$ cat config.mk
export PLATFORM = sky130hd
export DESIGN_NAME = perfect_number_window_max
export DESIGN_NICKNAME = d
export VERILOG_FILES = /design/src/pnwm_pkg.sv /design/src/pnwm_addsub.sv /design/src/pnwm_tester.sv /design/src/pnwm_window.sv /design/src/perfect_number_window_max.sv
export SDC_FILE = /design/constraint.sdc
export NUM_CORES = 1
export LEC_CHECK = 0
export ABC_AREA = 1
export BUFFER_PORTS_ARGS = -buffer_cell sky130_fd_sc_hd__buf_2
export CORE_ASPECT_RATIO = 1.4
export CORE_UTILIZATION = 45
export DETAILED_ROUTE_END_ITERATION = 7
export PLACE_DENSITY = 0.7
export SLEW_MARGIN = 5
export SYNTH_ARGS = -nofsm -noshare
export SYNTH_HDL_FRONTEND = slang
export SYNTH_SLANG_ARGS = --single-unit
$ cat constraint.sdc
create_clock -name clk -period 13.9 [get_ports clk]
set_clock_uncertainty 0.05 [all_clocks]
set_input_delay 2.78 -clock clk [delete_from_list [all_inputs] [get_ports clk]]
set_output_delay 2.78 -clock clk [all_outputs]
set_load 0.1 [all_outputs]
$ cat src/pnwm_pkg.sv
package pnwm_pkg;

	localparam int VALUE_W   = 31;
	localparam int DIV_W     = 16;
	localparam int SQ_W      = 32;
	localparam int ACC_W     = 34;
	localparam int DIV_STEPS = 31;
	localparam int CNT_W     = 5;
	localparam int LEN_W     = 9;

	typedef enum logic [1:0] {
		ALU_ADD,
		ALU_SUB,
		ALU_ADD1
	} alu_op_t;

	typedef enum logic [2:0] {
		T_IDLE,
		T_TEST,
		T_DIV,
		T_ADDQ,
		T_ADDD,
		T_NEXT,
		T_DONE
	} tst_state_t;

	typedef struct packed {
		logic valid;
		logic perfect;
	} test_res_t;

endpackage

$ cat src/pnwm_addsub.sv
module pnwm_addsub (
	input  pnwm_pkg::alu_op_t                 op,
	input  logic [pnwm_pkg::ACC_W-1:0]        a,
	input  logic [pnwm_pkg::ACC_W-1:0]        b,
	output logic [pnwm_pkg::ACC_W-1:0]        sum
);

	logic [pnwm_pkg::ACC_W-1:0] b_mux;
	logic                       cin;

	always_comb begin
		unique case (op)
			pnwm_pkg::ALU_ADD: begin
				b_mux = b;
				cin   = 1'b0;
			end
			pnwm_pkg::ALU_SUB: begin
				b_mux = ~b;
				cin   = 1'b1;
			end
			pnwm_pkg::ALU_ADD1: begin
				b_mux = b;
				cin   = 1'b1;
			end
			default: begin
				b_mux = b;
				cin   = 1'b0;
			end
		endcase
	end

	assign sum = a + b_mux + pnwm_pkg::ACC_W'(cin);

endmodule

$ cat src/pnwm_tester.sv
module pnwm_tester (
	input  logic                              clk,
	input  logic                              arst_n,
	input  logic                              start,
	input  logic [pnwm_pkg::VALUE_W-1:0]      value,
	input  logic                              ack,
	output logic                              idle,
	output pnwm_pkg::test_res_t               res
);

	pnwm_pkg::tst_state_t state_q, state_n;

	logic [pnwm_pkg::VALUE_W-1:0] n_q;
	logic [pnwm_pkg::DIV_W-1:0]   d_q;
	logic [pnwm_pkg::SQ_W-1:0]    sq_q;
	logic [pnwm_pkg::DIV_W-1:0]   rem_q;
	logic [pnwm_pkg::VALUE_W-1:0] quo_q;
	logic [pnwm_pkg::CNT_W-1:0]   cnt_q;
	logic [pnwm_pkg::ACC_W-1:0]   acc_q;
	logic                         perfect_q;

	pnwm_pkg::alu_op_t            alu_op;
	logic [pnwm_pkg::ACC_W-1:0]   alu_a;
	logic [pnwm_pkg::ACC_W-1:0]   alu_b;
	logic [pnwm_pkg::ACC_W-1:0]   alu_sum;
	logic                         alu_neg;
	logic                         divides;

	pnwm_addsub u_alu (
		.op  (alu_op),
		.a   (alu_a),
		.b   (alu_b),
		.sum (alu_sum)
	);

	assign alu_neg = alu_sum[pnwm_pkg::ACC_W-1];
	assign divides = (rem_q == '0);

	// next state
	always_comb begin
		state_n = state_q;
		unique case (state_q)
			pnwm_pkg::T_IDLE: if (start) state_n = pnwm_pkg::T_TEST;
			pnwm_pkg::T_TEST: state_n = alu_neg ? pnwm_pkg::T_DONE : pnwm_pkg::T_DIV;
			pnwm_pkg::T_DIV: begin
				if (cnt_q == pnwm_pkg::CNT_W'(pnwm_pkg::DIV_STEPS - 1))
					state_n = pnwm_pkg::T_ADDQ;
			end
			pnwm_pkg::T_ADDQ: state_n = pnwm_pkg::T_ADDD;
			pnwm_pkg::T_ADDD: state_n = pnwm_pkg::T_NEXT;
			pnwm_pkg::T_NEXT: state_n = pnwm_pkg::T_TEST;
			pnwm_pkg::T_DONE: if (ack) state_n = pnwm_pkg::T_IDLE;
			default:          state_n = pnwm_pkg::T_IDLE;
		endcase
	end

	// shared adder operands and status
	always_comb begin
		alu_op      = pnwm_pkg::ALU_ADD;
		alu_a       = acc_q;
		alu_b       = '0;
		idle        = 1'b0;
		res.valid   = 1'b0;
		res.perfect = perfect_q;
		unique case (state_q)
			pnwm_pkg::T_IDLE: idle = 1'b1;
			pnwm_pkg::T_TEST: begin
				// borrow means d*d > n
				alu_op = pnwm_pkg::ALU_SUB;
				alu_a  = pnwm_pkg::ACC_W'(n_q);
				alu_b  = pnwm_pkg::ACC_W'(sq_q);
			end
			pnwm_pkg::T_DIV: begin
				alu_op = pnwm_pkg::ALU_SUB;
				alu_a  = pnwm_pkg::ACC_W'({rem_q, quo_q[pnwm_pkg::VALUE_W-1]});
				alu_b  = pnwm_pkg::ACC_W'(d_q);
			end
			pnwm_pkg::T_ADDQ: begin
				alu_a = acc_q;
				alu_b = pnwm_pkg::ACC_W'(quo_q);
			end
			pnwm_pkg::T_ADDD: begin
				alu_a = acc_q;
				alu_b = pnwm_pkg::ACC_W'(d_q);
			end
			pnwm_pkg::T_NEXT: begin
				// (d+1)^2 = d^2 + 2d + 1
				alu_op = pnwm_pkg::ALU_ADD1;
				alu_a  = pnwm_pkg::ACC_W'(sq_q);
				alu_b  = pnwm_pkg::ACC_W'({d_q, 1'b0});
			end
			pnwm_pkg::T_DONE: res.valid = 1'b1;
			default: ;
		endcase
	end

	always_ff @(posedge clk or negedge arst_n) begin
		if (!arst_n) begin
			state_q <= pnwm_pkg::T_IDLE;
		end else begin
			state_q <= state_n;
		end
	end

	always_ff @(posedge clk) begin
		unique case (state_q)
			pnwm_pkg::T_IDLE: begin
				if (start) begin
					n_q   <= value;
					d_q   <= pnwm_pkg::DIV_W'(2);
					sq_q  <= pnwm_pkg::SQ_W'(4);
					acc_q <= pnwm_pkg::ACC_W'(1);
				end
			end
			pnwm_pkg::T_TEST: begin
				rem_q <= '0;
				quo_q <= n_q;
				cnt_q <= '0;
				perfect_q <= (n_q[pnwm_pkg::VALUE_W-1:1] != '0) &&
					(acc_q == pnwm_pkg::ACC_W'(n_q));
			end
			pnwm_pkg::T_DIV: begin
				// one restoring quotient bit per cycle
				if (alu_neg)
					rem_q <= {rem_q[pnwm_pkg::DIV_W-2:0], quo_q[pnwm_pkg::VALUE_W-1]};
				else
					rem_q <= alu_sum[pnwm_pkg::DIV_W-1:0];
				quo_q <= {quo_q[pnwm_pkg::VALUE_W-2:0], ~alu_neg};
				cnt_q <= cnt_q + pnwm_pkg::CNT_W'(1);
			end
			pnwm_pkg::T_ADDQ: begin
				if (divides) acc_q <= alu_sum;
			end
			pnwm_pkg::T_ADDD: begin
				// square-root divisor counted once
				if (divides && (quo_q != pnwm_pkg::VALUE_W'(d_q))) acc_q <= alu_sum;
			end
			pnwm_pkg::T_NEXT: begin
				sq_q <= alu_sum[pnwm_pkg::SQ_W-1:0];
				d_q  <= d_q + pnwm_pkg::DIV_W'(1);
			end
			default: ;
		endcase
	end

endmodule

$ cat src/pnwm_window.sv
module pnwm_window #(
	parameter int MAX_WINDOW = 256
) (
	input  logic                             clk,
	input  logic                             arst_n,
	input  logic                             cfg_we,
	input  logic [pnwm_pkg::LEN_W-1:0]       cfg_wdata,
	input  logic                             start,
	input  logic                             start_last,
	input  pnwm_pkg::test_res_t              res,
	output logic                             ack,
	output logic                             out_valid,
	input  logic                             out_ready,
	output logic [pnwm_pkg::LEN_W-1:0]       max_count,
	output logic                             window_short
);

	localparam int AW = (MAX_WINDOW > 1) ? $clog2(MAX_WINDOW) : 1;
	localparam int CW = $clog2(MAX_WINDOW + 1);
	localparam int LW = (CW > pnwm_pkg::LEN_W) ? CW : pnwm_pkg::LEN_W;

	logic                       ring [MAX_WINDOW];
	logic                       old_flag_q;

	logic [pnwm_pkg::LEN_W-1:0] window_len_q;
	logic [CW-1:0]              seq_len_q;
	logic [CW-1:0]              items_q;
	logic [CW-1:0]              wcount_q;
	logic [CW-1:0]              best_q;
	logic [AW-1:0]              wr_pos_q;
	logic                       last_q;
	logic                       evict_q;

	logic                       out_valid_q;
	logic [pnwm_pkg::LEN_W-1:0] max_count_q;
	logic                       window_short_q;

	logic [LW-1:0]              len_ext;
	logic [CW-1:0]              len_clamped;
	logic [CW-1:0]              k_cur;
	logic [AW-1:0]              old_addr;
	logic [AW-1:0]              wr_pos_inc;
	logic                       commit;
	logic [CW-1:0]              wc_drop;
	logic [CW-1:0]              wc_new;
	logic [CW-1:0]              items_new;
	logic [CW-1:0]              best_new;

	assign len_ext = LW'(window_len_q);

	always_comb begin
		priority if (window_len_q == '0)
			len_clamped = CW'(1);
		else if (len_ext > LW'(MAX_WINDOW))
			len_clamped = CW'(MAX_WINDOW);
		else
			len_clamped = CW'(len_ext);
	end

	// length is latched on the first word of a sequence
	assign k_cur = (items_q == '0) ? len_clamped : seq_len_q;

	// entry leaving the window: wr_pos - k modulo the ring size
	always_comb begin
		if ((CW + 1)'(wr_pos_q) >= (CW + 1)'(k_cur))
			old_addr = AW'((CW + 1)'(wr_pos_q) - (CW + 1)'(k_cur));
		else
			old_addr = AW'((CW + 1)'(wr_pos_q) + (CW + 1)'(MAX_WINDOW) - (CW + 1)'(k_cur));
	end

	assign wr_pos_inc = ((CW + 1)'(wr_pos_q) == (CW + 1)'(MAX_WINDOW - 1)) ?
		'0 : wr_pos_q + AW'(1);

	// a final word waits for the output register to free up
	assign ack    = !last_q || !out_valid_q || out_ready;
	assign commit = res.valid && ack;

	assign wc_drop   = (evict_q && old_flag_q && (wcount_q != '0)) ?
		wcount_q - CW'(1) : wcount_q;
	assign wc_new    = (res.perfect && (wc_drop < seq_len_q)) ? wc_drop + CW'(1) : wc_drop;
	assign items_new = ((CW + 1)'(items_q) < (CW + 1)'(MAX_WINDOW)) ?
		items_q + CW'(1) : items_q;
	assign best_new  = ((items_new >= seq_len_q) && (wc_new > best_q)) ? wc_new : best_q;

	always_ff @(posedge clk) begin
		if (start) old_flag_q <= ring[old_addr];
		if (commit) ring[wr_pos_q] <= res.perfect;
	end

	always_ff @(posedge clk or negedge arst_n) begin
		if (!arst_n) begin
			window_len_q <= pnwm_pkg::LEN_W'(1);
			seq_len_q    <= CW'(1);
			items_q      <= '0;
			wcount_q     <= '0;
			best_q       <= '0;
			wr_pos_q     <= '0;
			last_q       <= 1'b0;
			evict_q      <= 1'b0;
			out_valid_q  <= 1'b0;
		end else begin
			if (cfg_we) window_len_q <= cfg_wdata;
			if (start) begin
				seq_len_q <= k_cur;
				last_q    <= start_last;
				evict_q   <= (items_q >= k_cur);
			end
			if (commit) begin
				if (last_q) begin
					items_q  <= '0;
					wcount_q <= '0;
					best_q   <= '0;
					wr_pos_q <= '0;
				end else begin
					items_q  <= items_new;
					wcount_q <= wc_new;
					best_q   <= best_new;
					wr_pos_q <= wr_pos_inc;
				end
			end
			if (commit && last_q)
				out_valid_q <= 1'b1;
			else if (out_ready)
				out_valid_q <= 1'b0;
		end
	end

	always_ff @(posedge clk) begin
		if (commit && last_q) begin
			if (items_new < seq_len_q) begin
				max_count_q    <= '0;
				window_short_q <= 1'b1;
			end else begin
				max_count_q    <= pnwm_pkg::LEN_W'(best_new);
				window_short_q <= 1'b0;
			end
		end
	end

	assign out_valid    = out_valid_q;
	assign max_count    = max_count_q;
	assign window_short = window_short_q;

endmodule

$ cat src/perfect_number_window_max.sv
// channel   direction  handshake               payload
// in        input      in_valid / in_ready     value[30:0], last
// out       output     out_valid / out_ready   max_count[8:0], window_short
// cfg       input      cfg_we, no wait         cfg_wdata[8:0] (window_len)
//
// a word with value n is tried against each divisor d from 2 while d*d <= n; in_ready stays
// low until its result has been committed to the window
// the one 34-bit adder does a single restoring quotient bit per cycle, 31 bits per trial divisor
// reset clears all control state; window_len comes up as 1, the flag ring is not cleared
// a final word whose result meets a full output register holds until out_ready
module perfect_number_window_max #(
	parameter int MAX_WINDOW = 256
) (
	input  logic                             clk,
	input  logic                             arst_n,
	input  logic                             cfg_we,
	input  logic [pnwm_pkg::LEN_W-1:0]       cfg_wdata,
	input  logic                             in_valid,
	output logic                             in_ready,
	input  logic [pnwm_pkg::VALUE_W-1:0]     value,
	input  logic                             last,
	output logic                             out_valid,
	input  logic                             out_ready,
	output logic [pnwm_pkg::LEN_W-1:0]       max_count,
	output logic                             window_short
);

	// word accepted into the divisor search
	logic                start;
	// tester result and window-side acknowledge
	pnwm_pkg::test_res_t res;
	logic                ack;
	logic                idle;

	assign in_ready = idle;
	assign start    = in_valid && idle;

	// trial-division sequencer around the shared adder
	pnwm_tester u_tester (
		.clk    (clk),
		.arst_n (arst_n),
		.start  (start),
		.value  (value),
		.ack    (ack),
		.idle   (idle),
		.res    (res)
	);

	// flag ring, running window count and the output register
	pnwm_window #(
		.MAX_WINDOW (MAX_WINDOW)
	) u_window (
		.clk          (clk),
		.arst_n       (arst_n),
		.cfg_we       (cfg_we),
		.cfg_wdata    (cfg_wdata),
		.start        (start),
		.start_last   (last),
		.res          (res),
		.ack          (ack),
		.out_valid    (out_valid),
		.out_ready    (out_ready),
		.max_count    (max_count),
		.window_short (window_short)
	);

endmodule

==> qor.yml <==
clock_network:
  numCtsBuffers: 48
  cts-htree-levels: 2
  cts.sinks: 492
  clock_path_buffers: 3
  cts_resized: 0
  clock_latency_ps: 600
  cts_root_buf: "clkbuf_16"
  post_cts_buffers: 0
  hold_buffers: 0
  clk_pin_slew_ps: 70
  cts_tree: "yes"
yosys:
  post-synth-top-count-cell: "nor2_1"
  yosys.area.top_type: "edfxtp_1"
  synth_cell_types: 58
  postSynthCellCount: 2934
  synth_seq_cells: 492
  synth-edff-count: 433
  synthTopCellsByArea: "edfxtp_1 (49%), nor2_1 (8.3%), nand2_1 (6.7%), dfrtp_1 (5.3%), o21ai_0 (4.9%)"
  synth_nets: 3069
  yosys_warnings: 0
  synthArstFlopShare: 0.120
  syn_area_sq_um: 26700
  syn_area_per_cell_sq_um: 9.09
  synth_flop_cell: "edfxtp_1"
  seq_area_frac_synth: 0.543
  ys_top_cells_by_count: "nor2_1 (592), nand2_1 (478), edfxtp_1 (433)"
  synth_top_area_frac: 0.488
final_layout:
  drive_gt1_frac: 0.0765
  n_fill_cell: 5477
  multi_input_area_sq_um: 10700
  area_growth_pct: 9.78
  final_nets: 3064
  ff_latch_area_sq_um: 14500
  n_antenna_cell: 0
grt:
  grt_pass1_wl_um: 112000
  groute.usage.overall: 0.238
  gr-total-overflow: 0
  grt_pass1_vias: 20660
  grt_max_degree: 258
  antenna_found_initial: 0
detailed_routing:
  via_count: 21092
  postRouteAntennaNets: 0
  drc: 0
  drtIter0Drc: 1757
  post_drt_wl_per_cell_um: 19.4
  routed_via_density: 5.68
  wl_um: 72300
  dr.pass1.iters: 7
sta:
  min_period_ps: 5530
  slew_headroom: 0.232
  setup_tns_ps: 0
  final.period_utilization: 0.398
  rsz0062_at_grt: "no"
  maxSlewViolCount: 0
  worstMarginPinSlew_ps: 1150
  setup_viol: 0
  max_freq_mhz: 181
  hold_viol_final: 0
floorplan:
  dieArea_sq_um: 60200
  start_util: 0.455
  die_w_um: 208
  core_area_sq_um: 58600
  io_pins: 58
  die_h_um: 290
  placementRows: 105
setup_path:
  slowest_stage: "ha_4"
  arrival_ps: 5820
  cp.required_ps: 14190
  crit_type: "reg2reg"
  cp-start-kind: "register"
  path_cells: "inv_1 -> ha_1 -> nand2_1 -> nor3_1 -> nand2_1 -> inv_2 -> o211ai_1 -> o21ai_0 -> inv_1 -> ha_4 -> clkinv_2 -> buf_4 -> o21ai_0 -> o21ai_0 -> nand2_1 -> nand2_1 -> nand2_1 -> nand2_1 -> o21ai_0 -> nand2_1 -> nand3_1 -> nand2_1 -> o21ai_0 -> nand2_1"
  path_common_cell: "nand2_1"
  cp_max_fo: 80
  slowest_delay_ps: 720
  r2r_slack_ps: 8370
  endpoint_kind: "register"
status:
  status: "finished, final reports clean"
flow_run:
  drv_cap: 0
min_path:
  worstHoldPathType: "reg2reg"
placement:
  dpl.hpwl_um: 48500
  gp_congestion: 0.949
  port_buffers: 57
[cell families after synthesis]
group / Yosys count / share of synthesized area
adders and majority gates: 89 / 0.0426
muxes: 3 / 0.00127
and+or+nand+nor: 1277 / 0.198
xor gates and xnor gates: 102 / 0.0338
DFF: 492 / 0.543
buffers and inverters: 403 / 0.0590
AOI/OAI and AO/OA: 568 / 0.122
[area by class of cell]
type                       count  area share
clock inverter                32      0.0155
tap                          749      0.0320
sequential                   492       0.495
multi-input combinational   2039       0.364
inverter                     266      0.0342
timing repair buffer          82      0.0166
clock buffer                  56      0.0427
[through the flow]
stage	util	setup WS (ps)	hold slack (ps)	instance area, sq um	std cells
final	0.500	8370	445	29300	3716
after global routing	0.500	7850	483	29300	3716
after CTS	0.500	8450	446	29300	3716
after detailed placement	0.470	8360	428	27600	3628
after global placement	0.470	8420	414	27600	3628
after floorplan	-	7950	399	26700	2934
[registers in the layout (all words and copies together) (netlist names), 3 cells and up]
register	flops
u_window.len_ext	9
u_window.best_q	9
u_tester.quo_q	31
u_window.wr_pos_q	8
u_tester.rem_q	16
u_tester.cnt_q	5
u_window.max_count	9
u_tester.acc_q	34
u_tester.d_q	16
u_window.ring	256
u_tester.sq_q	32
u_tester.n_q	31
u_tester.state_q	3
u_window.items_q	9
u_window.seq_len_q	9
u_window.wcount_q	9
[path summary, 6_finish.rpt]
path / cells past startpoint / from / end
max: 24 / u_window.items_q[1] / u_window.old_flag_q
min in group asynchronous: 2 / arst_n / u_window.best_q[1]
min: 2 / u_window.best_q[3] / u_window.best_q[3]
max in group asynchronous: 2 / arst_n / u_tester.state_q[2]
max reg2reg: 24 / u_window.items_q[1] / u_window.old_flag_q
min reg2reg: 2 / u_window.best_q[3] / u_window.best_q[3]
[critical path, delay by kind of cell, from the launching register on]
kind / cells / cell delay (ps)
AO/OA/AOI/OAI: 6 / 1090
adder cells (fa/ha/maj): 2 / 870
buffers and inverters: 5 / 1760
flip-flops: 1 / 400
AND/OR/NAND/NOR: 11 / 950
[per-layer routing]
metal,wire length [um],global-route usage,share of wire
met5,0,0,0
met1,26600,0.267,0.37
met2,37200,0.434,0.51
met3,4070,0.0282,0.056
met4,4380,0.136,0.061
[cells in the final DEF (no fill, tap or decap), drive strengths merged, types with 56 or more instances in the layout]
master  netlist  layout
o21ai       275     275
inv         263     263
nand3        99      99
a21oi       104     104
xor2         60      60
buf          32      82
clkbuf      105      56
dfrtp        57      57
nor2        604     604
edfxtp      433     433
o22ai        90      90
ha           86      86
nand2       490     490
Power is left out: the tool's default activity adds up to more than one toggle a clock period on the data nets, which glitch-free logic cannot reach.
